[config.mk]
export PLATFORM = sky130hd
export DESIGN_NAME = executable_relocation_fixup_top
export DESIGN_NICKNAME = d
export VERILOG_FILES = /design/src/rtl/erf_pkg.sv /design/src/rtl/executable_relocation_fixup_top.sv /design/src/rtl/erf_front.sv /design/src/rtl/erf_fifo.sv /design/src/rtl/erf_back.sv
export SDC_FILE = /design/constraint.sdc
export NUM_CORES = 1
export LEC_CHECK = 0
export ABC_CLOCK_PERIOD_IN_PS = 11000
export BUFFER_PORTS_ARGS = -buffer_cell sky130_fd_sc_hd__clkbuf_2
export CORE_ASPECT_RATIO = 1.4
export CORE_MARGIN = 3
export CORE_UTILIZATION = 50
export CTS_CLUSTER_SIZE = 16
export DETAILED_ROUTE_END_ITERATION = 7
export PLACE_DENSITY = 0.73
export SETUP_SLACK_MARGIN = 0.1
export SLEW_MARGIN = 10
export SYNTH_ARGS = -nofsm -noshare
export SYNTH_HDL_FRONTEND = slang
export SYNTH_SLANG_ARGS = --single-unit
[constraint.sdc]
create_clock -name clk_i -period 11 [get_ports clk_i]
set_clock_uncertainty 0.1 [all_clocks]
set_input_delay 0.55 -clock clk_i [delete_from_list [all_inputs] [get_ports clk_i]]
set_output_delay 0.55 -clock clk_i [all_outputs]
set_load 0.02 [all_outputs]
[src/rtl/erf_pkg.sv]
// Shared types and constants for the relocation table fixup block.
`timescale 1ns / 1ps

package erf_pkg;

  localparam int unsigned AddrW    = 24;
  localparam int unsigned DataW    = 32;
  localparam int unsigned FifoDepth = 2;
  localparam int unsigned FifoPtrW = (FifoDepth > 1) ? $clog2(FifoDepth) : 1;
  localparam int unsigned FifoCntW = $clog2(FifoDepth + 1);

  // Pointer step for a delta of one.
  localparam logic [DataW-1:0] LongStep = DataW'(254);

  typedef enum logic [1:0] {
    KIND_READ   = 2'd0,
    KIND_WRITE  = 2'd1,
    KIND_FINISH = 2'd2,
    KIND_ERROR  = 2'd3
  } erf_kind_e;

  typedef enum logic [1:0] {
    ERR_NONE       = 2'd0,
    ERR_ODD_DELTA  = 2'd1,
    ERR_IMAGE_END  = 2'd2,
    ERR_FILE_END   = 2'd3
  } erf_err_e;

  typedef enum logic [1:0] {
    REG_TEXT_BASE     = 2'd0,
    REG_IMAGE_END     = 2'd1,
    REG_FILE_END      = 2'd2,
    REG_VALIDATE_ONLY = 2'd3
  } erf_reg_e;

  typedef struct packed {
    logic             mode;
    logic             start_req;
    logic [DataW-1:0] data;
  } erf_in_t;

  typedef struct packed {
    logic [1:0]       kind;
    logic [AddrW-1:0] address;
    logic [DataW-1:0] value;
    logic [1:0]       error_code;
  } erf_out_t;

  typedef struct packed {
    logic [AddrW-1:0] text_base;
    logic [AddrW-1:0] image_end;
    logic [AddrW-1:0] file_end;
    logic             validate_only;
  } erf_cfg_t;

  // One decoded action passed from the decoder to the output stage.
  typedef struct packed {
    erf_kind_e        kind;
    logic [AddrW-1:0] address;
    logic [DataW-1:0] data;
    erf_err_e         error_code;
  } erf_cmd_t;

endpackage

[src/rtl/executable_relocation_fixup_top.sv]
// Relocation table fixup: configuration registers, decoder, queue and output stage.
// An item's action is written into the queue, then loaded into the result register behind out_valid_o.
// Throughput: one item per cycle unless stalled; a run byte needs one pointer add and compares.
// The two-entry queue lets input transfers continue while the output stalls.
// Reset clears the configuration, the decoder state, the queue and the output valid.
`timescale 1ns / 1ps

module executable_relocation_fixup_top (
  input  logic             clk_i,
  input  logic             rst_ni,
  input  logic             cfg_we_i,
  input  logic [1:0]       cfg_index_i,
  input  logic [23:0]      cfg_wdata_i,
  input  logic             in_valid_i,
  input  erf_pkg::erf_in_t in_i,
  output logic             in_stall_o,
  output logic             out_valid_o,
  output erf_pkg::erf_out_t out_o,
  input  logic             out_stall_i
);
  import erf_pkg::*;

  erf_cfg_t cfg_q;
  logic     push;
  erf_cmd_t push_cmd;
  logic     full;
  logic     pop;
  erf_cmd_t pop_cmd;
  logic     empty;

  always_ff @(posedge clk_i or negedge rst_ni) begin
    if (!rst_ni) begin
      cfg_q <= '0;
    end else if (cfg_we_i) begin
      case (cfg_index_i)
        REG_TEXT_BASE:     cfg_q.text_base     <= cfg_wdata_i;
        REG_IMAGE_END:     cfg_q.image_end     <= cfg_wdata_i;
        REG_FILE_END:      cfg_q.file_end      <= cfg_wdata_i;
        REG_VALIDATE_ONLY: cfg_q.validate_only <= cfg_wdata_i[0];
        default: begin
          cfg_q <= cfg_q;
        end
      endcase
    end
  end

  erf_front u_front (
    .clk_i      (clk_i),
    .rst_ni     (rst_ni),
    .cfg_i      (cfg_q),
    .in_valid_i (in_valid_i),
    .in_i       (in_i),
    .in_stall_o (in_stall_o),
    .full_i     (full),
    .push_o     (push),
    .push_cmd_o (push_cmd)
  );

  erf_fifo u_fifo (
    .clk_i   (clk_i),
    .rst_ni  (rst_ni),
    .push_i  (push),
    .cmd_i   (push_cmd),
    .full_o  (full),
    .pop_i   (pop),
    .cmd_o   (pop_cmd),
    .empty_o (empty)
  );

  erf_back u_back (
    .clk_i       (clk_i),
    .rst_ni      (rst_ni),
    .cfg_i       (cfg_q),
    .empty_i     (empty),
    .cmd_i       (pop_cmd),
    .pop_o       (pop),
    .out_valid_o (out_valid_o),
    .out_o       (out_o),
    .out_stall_i (out_stall_i)
  );

endmodule

[src/rtl/erf_front.sv]
// Table decoder: accepts items, tracks the patch pointer and classifies actions.
`timescale 1ns / 1ps

module erf_front (
  input  logic              clk_i,
  input  logic              rst_ni,
  input  erf_pkg::erf_cfg_t cfg_i,
  input  logic              in_valid_i,
  input  erf_pkg::erf_in_t  in_i,
  output logic              in_stall_o,
  input  logic              full_i,
  output logic              push_o,
  output erf_pkg::erf_cmd_t push_cmd_o
);
  import erf_pkg::*;

  localparam logic [2:0] PH_IDLE = 3'd0;
  localparam logic [2:0] PH_HEAD = 3'd1;
  localparam logic [2:0] PH_RUN  = 3'd2;
  localparam logic [2:0] PH_WAIT = 3'd3;
  localparam logic [2:0] PH_DONE = 3'd4;

  logic [2:0]       phase_q, phase_d;
  logic [DataW-1:0] ptr_q, ptr_d;
  logic [1:0]       cnt_q, cnt_d;
  logic [AddrW-1:0] acc_q, acc_d;

  logic             accept;
  logic [7:0]       tbyte;
  logic             in_head;
  logic [DataW-1:0] first;
  logic [DataW-1:0] delta;
  logic [DataW-1:0] step;
  logic [DataW-1:0] base;
  logic [DataW:0]   sum;
  logic [DataW-1:0] ptr_new;
  logic             past_image;
  logic             past_file;

  assign in_stall_o = full_i;
  assign accept     = in_valid_i & ~full_i;
  assign tbyte      = in_i.data[7:0];
  assign in_head    = (phase_q == PH_HEAD);
  assign first      = {acc_q, tbyte};

  // Shared pointer adder: the head adds the first offset to the text base,
  // the run phase adds the delta to the running pointer. Sums saturate.
  assign delta      = in_head ? first : {{(DataW-8){1'b0}}, tbyte};
  assign step       = (delta == DataW'(1)) ? LongStep : delta;
  assign base       = in_head ? {{(DataW-AddrW){1'b0}}, cfg_i.text_base} : ptr_q;
  assign sum        = {1'b0, base} + {1'b0, step};
  assign ptr_new    = sum[DataW] ? '1 : sum[DataW-1:0];
  assign past_image = ptr_new >= {{(DataW-AddrW){1'b0}}, cfg_i.image_end};
  assign past_file  = ptr_q >= {{(DataW-AddrW){1'b0}}, cfg_i.file_end};

  always_comb begin
    logic take;
    take       = 1'b0;
    phase_d    = phase_q;
    ptr_d      = ptr_q;
    cnt_d      = cnt_q;
    acc_d      = acc_q;
    push_o     = 1'b0;
    push_cmd_o = '{kind: KIND_FINISH, address: '0, data: '0, error_code: ERR_NONE};

    if (accept) begin
      if (in_i.mode) begin
        if (phase_q == PH_WAIT) begin
          phase_d            = PH_RUN;
          push_o             = 1'b1;
          push_cmd_o.kind    = KIND_WRITE;
          push_cmd_o.address = ptr_q[AddrW-1:0];
          push_cmd_o.data    = in_i.data;
        end
      end else if (in_i.start_req) begin
        acc_d   = {{(AddrW-8){1'b0}}, tbyte};
        cnt_d   = 2'd1;
        ptr_d   = '0;
        phase_d = PH_HEAD;
      end else if (in_head) begin
        if (cnt_q != 2'd3) begin
          acc_d = {acc_q[AddrW-9:0], tbyte};
          cnt_d = cnt_q + 2'd1;
        end else begin
          cnt_d = 2'd0;
          acc_d = '0;
          ptr_d = {{(DataW-AddrW){1'b0}}, cfg_i.text_base};
          if (first == '0) begin
            phase_d = PH_DONE;
            push_o  = 1'b1;
          end else begin
            take = 1'b1;
          end
        end
      end else if (phase_q == PH_RUN) begin
        if (past_file) begin
          phase_d               = PH_DONE;
          push_o                = 1'b1;
          push_cmd_o.kind       = KIND_ERROR;
          push_cmd_o.error_code = ERR_FILE_END;
        end else if (tbyte == 8'd0) begin
          phase_d = PH_DONE;
          push_o  = 1'b1;
        end else begin
          take = 1'b1;
        end
      end
    end

    if (take) begin
      ptr_d = ptr_new;
      if (delta == DataW'(1)) begin
        phase_d = PH_RUN;
      end else if (delta[0]) begin
        phase_d               = PH_DONE;
        push_o                = 1'b1;
        push_cmd_o.kind       = KIND_ERROR;
        push_cmd_o.error_code = ERR_ODD_DELTA;
      end else if (past_image) begin
        phase_d               = PH_DONE;
        push_o                = 1'b1;
        push_cmd_o.kind       = KIND_ERROR;
        push_cmd_o.error_code = ERR_IMAGE_END;
      end else if (cfg_i.validate_only) begin
        phase_d = PH_RUN;
      end else begin
        phase_d            = PH_WAIT;
        push_o             = 1'b1;
        push_cmd_o.kind    = KIND_READ;
        push_cmd_o.address = ptr_new[AddrW-1:0];
      end
    end
  end

  always_ff @(posedge clk_i or negedge rst_ni) begin
    if (!rst_ni) begin
      phase_q <= PH_IDLE;
      ptr_q   <= '0;
      cnt_q   <= '0;
      acc_q   <= '0;
    end else begin
      phase_q <= phase_d;
      ptr_q   <= ptr_d;
      cnt_q   <= cnt_d;
      acc_q   <= acc_d;
    end
  end

  // The header byte count is only live while the header is being assembled.
  assert property (@(posedge clk_i) disable iff (!rst_ni)
    (cnt_q != 2'd0) |-> (phase_q == PH_HEAD))
    else $error("header count set outside the header phase");

  // Nothing has moved the pointer before the first start byte.
  assert property (@(posedge clk_i) disable iff (!rst_ni)
    (phase_q == PH_IDLE) |-> (ptr_q == '0))
    else $error("pointer moved before any table start");

endmodule

[src/rtl/erf_fifo.sv]
// Short command queue between the table decoder and the output stage.
`timescale 1ns / 1ps

module erf_fifo (
  input  logic              clk_i,
  input  logic              rst_ni,
  input  logic              push_i,
  input  erf_pkg::erf_cmd_t cmd_i,
  output logic              full_o,
  input  logic              pop_i,
  output erf_pkg::erf_cmd_t cmd_o,
  output logic              empty_o
);
  import erf_pkg::*;

  erf_cmd_t              mem_q [FifoDepth];
  logic [FifoPtrW-1:0]   wr_ptr_q, wr_ptr_d;
  logic [FifoPtrW-1:0]   rd_ptr_q, rd_ptr_d;
  logic [FifoCntW-1:0]   cnt_q, cnt_d;
  logic                  do_push;
  logic                  do_pop;

  assign full_o  = (cnt_q == FifoCntW'(FifoDepth));
  assign empty_o = (cnt_q == '0);
  assign do_push = push_i & ~full_o;
  assign do_pop  = pop_i & ~empty_o;
  assign cmd_o   = mem_q[rd_ptr_q];

  always_comb begin
    wr_ptr_d = wr_ptr_q;
    rd_ptr_d = rd_ptr_q;
    cnt_d    = cnt_q;
    if (do_push) begin
      wr_ptr_d = (wr_ptr_q == FifoPtrW'(FifoDepth - 1)) ? '0 : wr_ptr_q + 1'b1;
    end
    if (do_pop) begin
      rd_ptr_d = (rd_ptr_q == FifoPtrW'(FifoDepth - 1)) ? '0 : rd_ptr_q + 1'b1;
    end
    if (do_push && !do_pop) begin
      cnt_d = cnt_q + 1'b1;
    end else if (do_pop && !do_push) begin
      cnt_d = cnt_q - 1'b1;
    end
  end

  always_ff @(posedge clk_i) begin
    if (do_push) begin
      mem_q[wr_ptr_q] <= cmd_i;
    end
  end

  always_ff @(posedge clk_i or negedge rst_ni) begin
    if (!rst_ni) begin
      wr_ptr_q <= '0;
      rd_ptr_q <= '0;
      cnt_q    <= '0;
    end else begin
      wr_ptr_q <= wr_ptr_d;
      rd_ptr_q <= rd_ptr_d;
      cnt_q    <= cnt_d;
    end
  end

  assert property (@(posedge clk_i) disable iff (!rst_ni)
    cnt_q <= FifoCntW'(FifoDepth))
    else $error("queue fill count beyond its depth");

  // A push without a pop grows the fill count by exactly one.
  assert property (@(posedge clk_i) disable iff (!rst_ni)
    (do_push && !do_pop) |=> (cnt_q == $past(cnt_q) + 1'b1))
    else $error("queue fill count lost a push");

endmodule

[src/rtl/erf_back.sv]
// Output stage: relocates fetched longwords and holds the result register.
`timescale 1ns / 1ps

module erf_back (
  input  logic              clk_i,
  input  logic              rst_ni,
  input  erf_pkg::erf_cfg_t cfg_i,
  input  logic              empty_i,
  input  erf_pkg::erf_cmd_t cmd_i,
  output logic              pop_o,
  output logic              out_valid_o,
  output erf_pkg::erf_out_t out_o,
  input  logic              out_stall_i
);
  import erf_pkg::*;

  logic     valid_q;
  erf_out_t res_q, res_d;

  // A queued command loads if the register is empty or its result leaves this cycle.
  assign pop_o       = ~empty_i & (~valid_q | ~out_stall_i);
  assign out_valid_o = valid_q;
  assign out_o       = res_q;

  always_comb begin
    res_d.kind       = cmd_i.kind;
    res_d.address    = cmd_i.address;
    res_d.error_code = cmd_i.error_code;
    res_d.value      = '0;
    if (cmd_i.kind == KIND_WRITE) begin
      res_d.value = cmd_i.data + {{(DataW-AddrW){1'b0}}, cfg_i.text_base};
    end
  end

  always_ff @(posedge clk_i) begin
    if (pop_o) begin
      res_q <= res_d;
    end
  end

  always_ff @(posedge clk_i or negedge rst_ni) begin
    if (!rst_ni) begin
      valid_q <= 1'b0;
    end else if (pop_o) begin
      valid_q <= 1'b1;
    end else if (!out_stall_i) begin
      valid_q <= 1'b0;
    end
  end

  // Only write results carry a value.
  assert property (@(posedge clk_i) disable iff (!rst_ni)
    (valid_q && (res_q.kind != KIND_WRITE)) |-> (res_q.value == '0))
    else $error("nonzero value on a result other than a write");

endmodule
[Word-level counts from Yosys, hierarchy flattened]
Memories as Yosys holds them, arrays and structs flattened.
Cells that the tools add are included.
Storage, ports and cells
  bits in writable memories: 120
  register bits after elaboration: 199
  input port bits: 65
  bits in latches: 0
  ROM bits: 0
  memories: 1
Operators by class
  add/subtract/negate cells: 7
  order comparisons: 2
  reduce and logical (&&, ||, !) cells: 21
  multipliers: 0
  shifts and indexed selects: 0
  multiplexer cells: 87
  equality and inequality tests: 16
  div/mod/pow operators: 0
  bitwise logic cells: 10
Memory list
  u_fifo.mem_q: depth 2, bits a word 60, rd ports 1, clocked after Yosys merged registers in 0, wr ports 1, line erf_fifo.sv:16  | erf_cmd_t mem_q [FifoDepth];
Operators with widths (number)
  two-way mux 32 bit: 10
  two-way mux 24 bit: 5
  two-way mux 26 bit: 3
  >= comparator 32 x 24 -> 1 bit: 2
  two-way mux 60 bit: 1
  two-way mux 58 bit: 1
  two-way mux 56 bit: 1
  two-way mux 3 bit: 14
  two-way mux 2 bit: 20
  adder 32 x 32 -> 33 bit: 1
  adder 32 x 24 -> 32 bit: 1
  equality test 32 x 1 -> 1 bit, second input constant: 1
  zero test 32 bit: 1
  two-way mux 1 bit: 32
  != test 5 bit, second input constant: 2
  zero test 8 bit: 1
  AND reduction 2 bit: 4
  equality test 2 bit, second input constant: 3
  equality test 3 x 2 -> 1 bit, second input constant: 2
  AND reduction 6 bit: 1
  nonzero test 2 bit: 3
  nonzero test 6 bit: 1
  inverter 1 bit: 5
  nonzero test 5 bit: 1
  other kinds (17): 27

[Depth between registers and ports, before layout]
Gate-level depths: netlist of the first run.
  word-level depth: 18
  depth in mapped cells: 32
  mapped depth without buffers: 31

[Cells and area by module]
From an unflattened synthesis of the first run, not the netlist that was laid out.
Second synthesis, totals
  cell total of the unflattened synthesis: 1653
  area total of the unflattened synthesis: 18416.4 um2
Modules (own cells, without submodules)
  erf_front: seq. area each 1526.5 um2, area each 7299.5 um2, times used 1, cells an instance 976
  erf_fifo: seq. area each 3703.6 um2, area each 4828.4 um2, times used 1, cells an instance 206
  erf_back: seq. area each 1826.8 um2, area each 3528.4 um2, times used 1, cells an instance 315
  executable_relocation_fixup_top: seq. area each 1826.8 um2, area each 2760.1 um2, times used 1, cells an instance 156

[Worst setup path before layout of the first run]
No wires, ideal clock.
  kind: input port to flip-flop
  start point: input in_i[5] in the netlist's numbering
  end point: memory u_fifo.mem_q[0][0] in the netlist's numbering, enable pin
  slack: 2777 ps
  data required time: 10422 ps
  data arrival time: 7645 ps
  buffers on the path: 1
  stages on the path: 24
  cell sequence: nor4_1 -> o2111ai_1 -> and2_1 -> ha_1 -> fa_1 -> a211oi_2 -> o211ai_2 -> a311oi_4 -> o21bai_2 -> a31o_1 -> a31o_2 -> clkbuf_1 -> or2_2 -> ha_1 -> o21ai_0 -> nor2_1 -> o21ai_0 -> a211o_1 -> nand3_1 -> a31oi_1 -> and4b_1 -> nand3_1 -> o22ai_2 -> nor2_1
Between the ends
  word-level cells in the longest chain between the ends: 16
  elaborated cells between the ends (all ways): 34
  classes of those cells: add/sub (1); order compare (1); eq/ne (1); mux (28); bitwise (1); reduce/logical (2)
Ends and longest elaborated chain
  from (decl): line executable_relocation_fixup_top.sv:15  | input erf_pkg::erf_in_t in_i,
  branches (longest 12 deep; another with adder 32 x 32 -> 33 bit)
  two-way mux 1 bit *: line erf_front.sv:110  | if (take) begin
  bitwise AND 1 bit *: line erf_fifo.sv:25  | assign do_push = push_i & ~full_o;
  two-way mux 1 bit *: line erf_fifo.sv:47  | if (do_push) begin
  two-way mux 1 bit (not written as such) *: line erf_fifo.sv:48  | mem_q[wr_ptr_q] <= cmd_i;
  to (decl): line erf_fifo.sv:16
Mark *: on every way between the ends.

[Final worst setup path of the first run]
  start point: register u_front.acc_q[0]
  end point: memory u_fifo.mem_q[0][12] in the netlist's numbering, enable pin
Between the ends
  word-level cells in the longest chain between the ends: 15
  elaborated cells between the ends (all ways): 27
  classes of those cells: add/sub (1); order compare (1); eq/ne (1); mux (22); bitwise (1); reduce/logical (1)
Ends and longest elaborated chain
  from (decl): line erf_front.sv:26  | logic [AddrW-1:0] acc_q, acc_d;
  from (signal assigned): line erf_front.sv:140  | acc_q <= '0;
  from (signal assigned): line erf_front.sv:145  | acc_q <= acc_d;
  branches (longest 11 deep; another with adder 32 x 32 -> 33 bit)
  two-way mux 1 bit *: line erf_front.sv:110
  bitwise AND 1 bit *: line erf_fifo.sv:25
  two-way mux 1 bit *: line erf_fifo.sv:47
  two-way mux 1 bit (not written as such) *: line erf_fifo.sv:48
Marks and branches as above.

==> results of run 1 <==
[cells in the mapped netlist (3+ instances only)]
cell type  count
a211oi_1       7
a21boi_0       3
a21o_1        32
a21oi_1      104
a31o_2         3
a31oi_1       10
and2_1        63
and3_1         8
buf_1          6
buf_2          4
clkbuf_1      57
dfrtp_1      139
edfxtp_1     180
ha_1         106
inv_1         92
mux2_2       122
mux2i_1        9
nand2_1      202
nand2b_1      34
nand3_1       22
nand3b_1       3
nand4_1       18
nor2_1        95
nor2b_1       22
nor3_1        25
nor3b_1       23
nor4_1         9
o211ai_1      11
o21a_1         5
o21ai_0       87
o21ai_1       22
o21bai_1       7
o22ai_1        4
o31ai_1        6
or2_2          8
or3_1          5
or4_1          3
xnor2_1       33
xor2_1        22
[path summary, 6_finish.rpt]
check / to / slack [ns] / cells past startpoint
setup / recovery: u_fifo.mem_q[0][12] / 3.09 / 26
hold / removal: cfg_q[72] / 0.14 / 3
setup reg to reg: u_fifo.mem_q[0][12] / 3.09 / 26
hold reg to reg: u_front.ptr_q[30] / 0.40 / 2
max in group asynchronous: cfg_q[65] / 8.94 / 3
min in group asynchronous: cfg_q[17] / 0.51 / 2
[critical path: stages, from the launching register on]
cell,delay (ns)
dfrtp_1,0.41
nor4_1,0.42
nand4_1,0.19
nor2_1,0.15
o2111ai_1,0.38
and2_1,0.33
ha_1,0.22
fa_1,0.45
a211oi_2,0.27
o211ai_2,0.17
a311oi_4,0.39
o21bai_2,0.19
a31o_1,0.27
a31o_2,0.44
nand2b_1,0.28
ha_1,0.31
nand2_1,0.05
o21ai_0,0.16
a21oi_1,0.11
o21ai_0,0.20
a221o_1,0.27
a31oi_1,0.10
and4b_1,0.22
nand3_1,0.11
o22ai_2,0.14
nor2_4,0.68
buf_4,0.52
[timing repair]
| item | in CTS | in global routing |
|---|---|---|
| endpoints found under the setup margin | 0 | 0 |
| hold endpoints to repair | 81 | 0 |
| hold buffers | 1 | 0 |
[power breakdown]
part	total (mW)	internal, mW	switching [mW]	leakage (nW)
Combinational	2.27	0.863	1.41	4.65
Clock	1.07	0.602	0.469	0.498
Sequential	1.75	1.56	0.193	3.53
[area by class of cell]
type / instances / share of cell area
Tap cell: 451 / 0.02868
Inverter: 93 / 0.01774
Clock inverter: 21 / 0.01088
Timing Repair Buffer: 144 / 0.03975
Multi-Input combinational cell: 1174 / 0.4103
Clock buffer: 37 / 0.04108
Sequential cell: 319 / 0.4516
[through the flow]
stage / instance area [um2] / std cells / utilization / hold WS, ns / setup slack [ns]
floorplan: 17510 / 1653 / - / 0.1544 / 2.777
CTS: 19660 / 2238 / 0.5725 / 0.1166 / 3.007
global route: 19670 / 2239 / 0.5730 / 0.1326 / 2.551
detailed placement: 18620 / 2179 / 0.5425 / 0.3875 / 3.029
global placement: 18620 / 2179 / 0.5425 / 0.3642 / 3.249
finish: 19670 / 2239 / 0.5730 / 0.1371 / 3.087
[layer usage]
layer	vias to the layer above	global-route usage
li1	6105	-
met2	420	0.4252
met1	6343	0.3144
met4	2	0.09610
met3	92	0.03112
met5	-	0
[cell families after synthesis]
group,after synthesis,share of synthesized area
and+or+nand+nor,545,0.1517
adders and majority gates,108,0.07803
AOI/OAI and AO/OA,335,0.1172
xor gates and xnor gates,55,0.02751
buffers and inverters,160,0.03459
muxes,131,0.08361
DFF,319,0.5074
[registers in the layout, indices dropped and copies added, names as in the netlist]
signal and cells:
u_back.out_o 60, u_front.phase_q 3, u_fifo.rd_ptr_q 1, u_back.out_valid_o 1, u_front.cnt_q 2, u_fifo.mem_q 120, u_front.ptr_q 32, u_front.acc_q 24
u_fifo.wr_ptr_q 1, cfg_q 73, u_fifo.cnt_q 2
==> impl_results.md, run 1 <==
- Core Rows: 80
- CP Max Fanout: 33
- Register area: 8885 um2
- Die area: 37330 um2
- Total CTS buffers: 31
- Mapped Area: 17510 um2
- Sink Count: roughly 320
- Fillers: between 2000 and 3000
- CTS H-tree depth: 1
- Crit path from: u_front.acc_q[0]
- Initial core utilization: 0.5100
- Final Hold Viols: 0
- DR pass1 iterations: 5
- Power consumption: 5.093 mW
- Share of the synthesized area in the top cell type: 0.3087
- Post-DR wirelength/cell: 20.62 um
- LEAKAGE: ~8.7 nW
- Top Ports: approximately 130
- WL met2: 23100 um
- Synth area leaders: edfxtp_1 (31%), dfrtp_1 (20%), mux2_2 (7.8%)
- Top routing layer used: met5
- Power Dens Cells: approximately 260 nW/um2
- Antenna diodes: 0
- DRC violations left: 0
- Post-Syn Nets: 1826
- Total gr overflow: 0
- CTS root buffer: clkbuf_16
- Kind of critical path: flop to flop
- Max-cap violation count: 0
- Post CTS Setup Buffer Count: 0
- DRC violation total after the first TritonRoute iteration: 1021
- I/O Buffers: roughly 130
- Synth async-reset ratio: 0.4357
- Post-synthesis cell count: 1653
- Post-Route WL: around 46000 um
- Worst min-delay path category: input pin to flop
- Area of the multi-input gates: between 8000 and 9000 um2
- Via count: 12962
- Max VDD drop: roughly 150 uV
- Synth area leader: edfxtp_1
- Synthesis-to-finish area growth: 12.36%
- Critical Path RT: 11.13 ns
- Dpl hpwl: approximately 34000 um
- Routed vias/inst: 5.789
- Die H: 227.4 um
- Pin count of the biggest net entering global routing: 83
- Final RePlAce weighted congestion: just over 0.9
- Nets: 1936
- Final setup fails: 0
- Antenna violations before repair: 1
- CTS tree: yes
- CORE AREA: about 34000 um2
- EDFF count, synth: 180
- M1 WL: 18470 um
- Critical Path End Type: flop
- Clk buf depth: 3
- Worst-Margin Slew: 1.093 ns
- FF+latch count, synth: roughly 320
- RSZ-0062 raised after global routing: false
- First-pass GRT wire length: 70970 um
- Post_cts resized: 0
- Most frequent cells in the layout: nand2_1 (202), edfxtp_1 (180), dfrtp_1 (138)
- Commonest non-fill, non-tap cell in the layout: nand2_1
- CTS clock-pin slew for the worst setup and hold paths: 0.06 ns
- Top FF cell, synth: edfxtp_1
- Number of global-route vias before repair: between 10000 and 15000
- GRT Total Usage: 0.2459
- Layout cells sized above 1: 0.1935
- Crit path time final: 7.913 ns
- Post-synth cell types: 73
- Mean area per synthesized cell: about 11 um2
- Die X-Extent: 164.2 um
- Fmax: 0.1264 GHz
- Setup Total Neg Slack: 0 ns
- Final ANT Viol Nets: 0
- CP startpoint kind: flop
- Synthesis Warnings: 0
- Total length of routed met3 wires: 2740 um
- Worst flop-to-flop path startpoint: u_front.acc_q[0]
- HP Start: cfg_wdata_i[23]
- Clk_lat worst skew: 0.58 ns
- Status: finished, final reports clean
- Sequential area share after synthesis: 0.5074
- Max-slew violation count: 0
- Slew HR: 0.2527
- Final cycle utilization of the critical path: 0.7193
- Critical path arrival: 8.04 ns
No activity file was read; power rests on OpenSTA's default activity.
==> inputs of run 2 (changes only) <==
ABC_CLOCK_PERIOD_IN_PS = 7200   (was 11000)
PLACE_DENSITY = 0.76   (was 0.73)
clock period = 7.2 ns   (was 11 ns; I/O delays follow)
==> impl_results.md, run 2 (synthesis results as in run 1) <==
- Status: finished, final reports clean
- Initial core utilization: 0.5100
- Power consumption: just under 8 mW
- Reg2Reg Depth: 26
- Most common cell on crit path: ha_1
- Core Rows: 80
- Critical Path RT: 7.40 ns
- Worst-Margin Slew: roughly 1.2 ns
- Max FFs per register: 120
- Final ANT Viol Nets: 0
- Worst flop-to-flop path startpoint: u_front.acc_q[21]
- Nets: about 2000
- Worst min-delay path category: input pin to flop
- Worst setup margin: 0.4260 ns
- LEAKAGE: roughly 8.9 nW
- Worst setup path endpoint: u_fifo.mem_q[1][42]
- Kind of critical path: flop to flop
- Post-Route WL: ~46000 um
- Psw: 3.179 mW
- Fillers: 2779
- Max-cap violation count: 0
- Power Dens Cells: 390.8 nW/um2
- DRC violation total after the first TritonRoute iteration: 1019
- Pre-CTS WS: 0.4445 ns
- Final RePlAce weighted congestion: about 0.9
- Sw Share: 0.4035
- Dpl cell area: 18710 um2
- Final non-filler cell total: around 2300
- Top reg by flops: u_fifo.mem_q
- I/O Buffers: 126
- Number of global-route vias before repair: 13101
- Post CTS Setup Buffer Count: 0
- Synthesis-to-finish area growth: 15.14%
- CTS clock-pin slew for the worst setup and hold paths: 0.06 ns
- Sink Count: 319
- Slowest stage cell, crit path: fa_1
- DR pass1 iterations: 5
- Placed insts: 2185
- Sequential power share: 0.343
- Die X-Extent: between 150 and 200 um
- FF-to-FF setup slack: 0.43 ns
- Delay-heaviest family, CP: compound AO/OA/AOI/OAI gates
- Clock power frac: 0.212
- WP buf/inv: 2
- CORE AREA: 34330 um2
- Total gr overflow: 0
- Layout cells sized above 1: 0.1907
- Routed vias/inst: 5.745
- Clk buf depth: 3
- Antenna violations before repair: 2
- Worst path max stage delay: 0.45 ns
- Worst reg2reg path endpoint: u_fifo.mem_q[1][42]
- Max VDD drop: 209.3 uV
- Commonest non-fill, non-tap cell in the layout: nand2_1
- Fmax: 0.1476 GHz
- Crit path from: u_front.acc_q[21]
- GRT Total Usage: 0.2460
- DRC violations left: 0
- Dpl hpwl: 33560 um
- RSZ-0062 raised after global routing: false
- CTS tree: yes
- CTS root buffer: clkbuf_16
- Via count: 13116
- Die H: about 230 um
- Clk_lat worst skew: approximately 0.58 ns
- CP Max Fanout: 60
- Crit path time final: 6.774 ns
- Share of power burned in combinational logic: 0.445
- CTS H-tree depth: 1
- Most frequent cells in the layout: nand2_1 (202), edfxtp_1 (180), dfrtp_1 (138)
- Total CTS buffers: 31
- Post-DR wirelength/cell: 20.11 um
- CP startpoint kind: flop
- Critical Path Stages: 26
- Final setup fails: 0
- Setup Total Neg Slack: 0 ns
- Max-slew violation count: 0
- Slew HR: 0.2110
- Critical Path End Type: flop
- P_int: about 4.7 mW
- Pin count of the biggest net entering global routing: 76
- Final cycle utilization of the critical path: 0.9408
- Critical path arrival: 6.97 ns
- Design Area, Final: a little over 20000 um2
- First-pass GRT wire length: 71790 um
- Top Ports: 127
- Die area: 37330 um2
- Final Hold Viols: 0
## run 2: cell count changes in the layout (fill, tap and decap cells not counted), sizes merged
cell / previous run / this run
dlygate4sd3: 1 / 38
clkbuf: 162 / 165
diode: 0 / 2
bufinv: 3 / 4
buf: 18 / 23
clkinvlp: 3 / 1
clkinv: 10 / 9
inv: 98 / 97
## run 2: per-stage QoR
| stage | util | hold WS (ns) |
|---|---|---|
| global route | 0.5871 | 0.006729 |
| floorplan | - | -0.03559 |
| detailed placement | 0.5449 | 0.3429 |
| finish | 0.5872 | 0.01787 |
| CTS | 0.5865 | 0.0005018 |
| global placement | 0.5449 | 0.3393 |
## run 2: timing repair
action                                  CTS  global route
hold buffers                             38             0
endpoints found under the setup margin    0            89
gates resized for setup                   0             3
endpoints found under the hold margin   163             0
## run 2: how the worst min path moves through the flow
stage          cells past startpoint            start             endpoint
2_1_floorplan                      0           rst_ni             cfg_q[0]
3_3_place_gp                       1           rst_ni            cfg_q[67]
3_5_place_dp                       1           rst_ni            cfg_q[67]
4_1_cts                            2         in_i[21]  u_fifo.mem_q[0][23]
5_1_grt                            2  cfg_wdata_i[17]            cfg_q[42]
6_report                           2  cfg_wdata_i[17]            cfg_q[42]
## run 2: per-layer routing
layer / up-vias / wire, um / GRT usage
met1: 6403 / 18910 / 0.3144
met4: 0 / 1467 / 0.07890
met2: 430 / 23060 / 0.4353
met3: 84 / 2454 / 0.02930
li1: 6199 / - / -
met5: - / 0 / 0
## run 2: power groups by stage
stage	Clock [mW]	Sequential, mW	Combinational (mW)
global placement	0	2.71	3.39
global route	1.77	2.74	3.89
floorplan	0	2.77	2.34
detailed placement	0	2.73	3.43
CTS	1.70	2.69	3.48
finish	1.67	2.70	3.50
## run 2: area by class of cell
type,count,area [um2],area share
multi-input cells,1174,8083,0.4009
inverters,93,349.1,0.01732
well taps,451,564.3,0.02799
repair buffers,187,1225,0.06076
clock inverters,18,214.0,0.01061
flip-flops and latches,319,8885,0.4407
clock buffers,39,835.8,0.04146
diodes,2,5.005,0.0002482
==> inputs of run 3 (changes only) <==
ABC_AREA = 1   (was unset)
==> impl_results.md, run 3 <==
- Status: finished with violations
- Violated checks: DRC
- Fmax: 0.1582 GHz
- Die H: 232.9 um
- Final Util: 0.5799
- Post-DR wirelength/cell: 18.78 um
- Layout cells sized above 1: 0.1082
- Power consumption: between 8 and 9 mW
- Commonest non-fill, non-tap cell in the layout: nand2_1
- Share of the synthesized area in the top cell type: 0.2940
- Kind of critical path: flop to flop
- Critical Path End Type: flop
- Final cycle utilization of the critical path: 0.8780
- Worst-Margin Slew: 1.281 ns
- Top Ports: 127
- Delay-heaviest family, CP: simple AND/OR/NAND/NOR gates
- Post-synthesis cell count: 2284
- Final non-filler cell total: about 2900
- DR pass1 iterations: 8
- Power Dens Cells: 400.0 nW/um2
- CORE AREA: 36010 um2
- DRC violations left: 4
- WP buf/inv: 5
- Post-synth cell types: 51
- Cell with the most instances after synthesis: nand2_1
- Final Hold Viols: 0
- Die area: 39140 um2
- Mapped Area: 18390 um2
- Nets: 2577
- Most frequent cells in the layout: nand2_1 (678), inv_1 (343), o21ai_0 (229)
- Most instantiated cells after synthesis: nand2_1 (678), inv_1 (348), o21ai_0 (229)
- Slew HR: 0.1430
- Clk_lat worst skew: 0.53 ns
- Synthesis Warnings: 0
- Final setup fails: 0
- Max FFs per register: 120
- Worst min-delay path category: input pin to flop
- Critical Path RT: 7.50 ns
- Top reg by flops: u_fifo.mem_q
- Antenna diodes: 0
- Placed insts: approximately 2800
- Sink Count: 319
- Top FF cell, synth: edfxtp_1
- GRT Total Usage: 0.2722
- Max-slew violation count: 0
- Post-Syn Nets: 2457
- Worst path max stage delay: around 0.40 ns
- DRC violation total after the first TritonRoute iteration: about 1600
- Crit path time final: between 6 and 7 ns
- Most common cell on crit path: nand2_1
- I/O Buffers: 126
- LEAKAGE: roughly 10 nW
- HP Start: cfg_wdata_i[9]
- Setup Total Neg Slack: 0 ns
- EDFF count, synth: 180
- Core Rows: 82
- CTS clock-pin slew for the worst setup and hold paths: ~0.06 ns
- Final RePlAce weighted congestion: 0.9903
- Antenna violations before repair: 0
- CP Max Fanout: 24
- Mean area per synthesized cell: roughly 8 um2
- Synthesis-to-finish area growth: 13.58%
- Synth async-reset ratio: 0.4357
- Worst flop-to-flop path startpoint: u_front.acc_q[10]
- Via count: 15729
- Pin count of the biggest net entering global routing: 90
- Clk buf depth: 3
- RSZ-0062 raised after global routing: false
- CTS root buffer: clkbuf_16
- First-pass GRT wire length: 82920 um
- Post-Route WL: 54300 um
- FF+latch count, synth: 319
- Sequential area share after synthesis: 0.4832
- Critical path arrival: 6.62 ns
- CTS H-tree depth: 2
- Synth area leader: edfxtp_1
- Dpl hpwl: 41320 um
- Synth area leaders: edfxtp_1 (29%), dfrtp_1 (19%), nand2_1 (14%)
- Initial core utilization: 0.5106
- CP startpoint kind: flop
- Number of global-route vias before repair: 15228
- Fillers: 3198
- Slowest stage cell, crit path: dfrtp_1
- Max-cap violation count: 0
- Routed vias/inst: 5.439
- Die X-Extent: 168.1 um
- Total gr overflow: 0
- Final ANT Viol Nets: 0
- Post CTS Setup Buffer Count: 0
- Crit path from: u_front.acc_q[10]
- Max VDD drop: 335.9 uV
- Total CTS buffers: 34
- CTS tree: yes
[run 3: repair_timing]
item                                    4_1_cts  5_1_grt
hold endpoints to repair                     92        0
endpoints found under the setup margin        0        0
resized for setup                             0        0
hold buffers                                  4        0
[run 3: worst paths after layout]
check                                    endpoint  slack (ns)  depth (start not counted)
max in group asynchronous        u_front.ptr_q[4]        5.39                          3
min in group asynchronous       u_front.ptr_q[31]        0.37                          2
worst max-delay path              u_fifo.cnt_q[1]        0.88                         39
worst min-delay path                    cfg_q[58]        0.01                          3
worst min register to register          cfg_q[37]        0.39                          2
worst max register to register    u_fifo.cnt_q[1]        0.88                         39
[run 3: through the flow]
stage          worst slack [ns]  area, um2  hold WS (ns)
2_1_floorplan            0.5951      18390      -0.03559
3_3_place_gp             0.8875      19580        0.3663
3_5_place_dp             0.7663      19580        0.3738
4_1_cts                  0.9132      20880      0.001905
5_1_grt                  0.3129      20880       0.03302
6_report                 0.8785      20880       0.01476
[run 3: cells by family after synthesis]
logic type | synth area share
AND/OR/NAND/NOR | 0.2261
buffers and inverters | 0.08792
AO/OA/AOI/OAI | 0.1159
flip-flops | 0.4832
adder cells (fa/ha/maj) | 0.07431
XOR/XNOR | 0.01096
multiplexers | 0.001633
[run 3: power by group]
part / switching, mW / internal (mW) / total, mW
registers: 0.258 / 2.47 / 2.72
clock network: 0.757 / 1.22 / 1.97
logic: 2.53 / 1.13 / 3.66
[run 3: tightest hold or removal path, cell delays in order]
cell      delay [ns]
clkbuf_2        0.08
inv_1           0.07
o21ai_0         0.08
[run 3: cell type report]
type,instances,area [um2],area share
tap,462,578.1,0.02768
clock buffer,42,922.1,0.04416
multi-input combinational,1542,7900,0.3783
sequential,319,8885,0.4254
inverter,353,1325,0.06345
clock inverter,20,341.6,0.01636
timing repair buffer,154,932.1,0.04463
[run 3: layer usage]
layer,part of all wire,up-vias,global-route usage
li1,-,7622,-
met1,0.38,7317,0.3205
met2,0.51,647,0.4995
met3,0.052,143,0.02515
met4,0.052,0,0.1264
met5,0,-,0
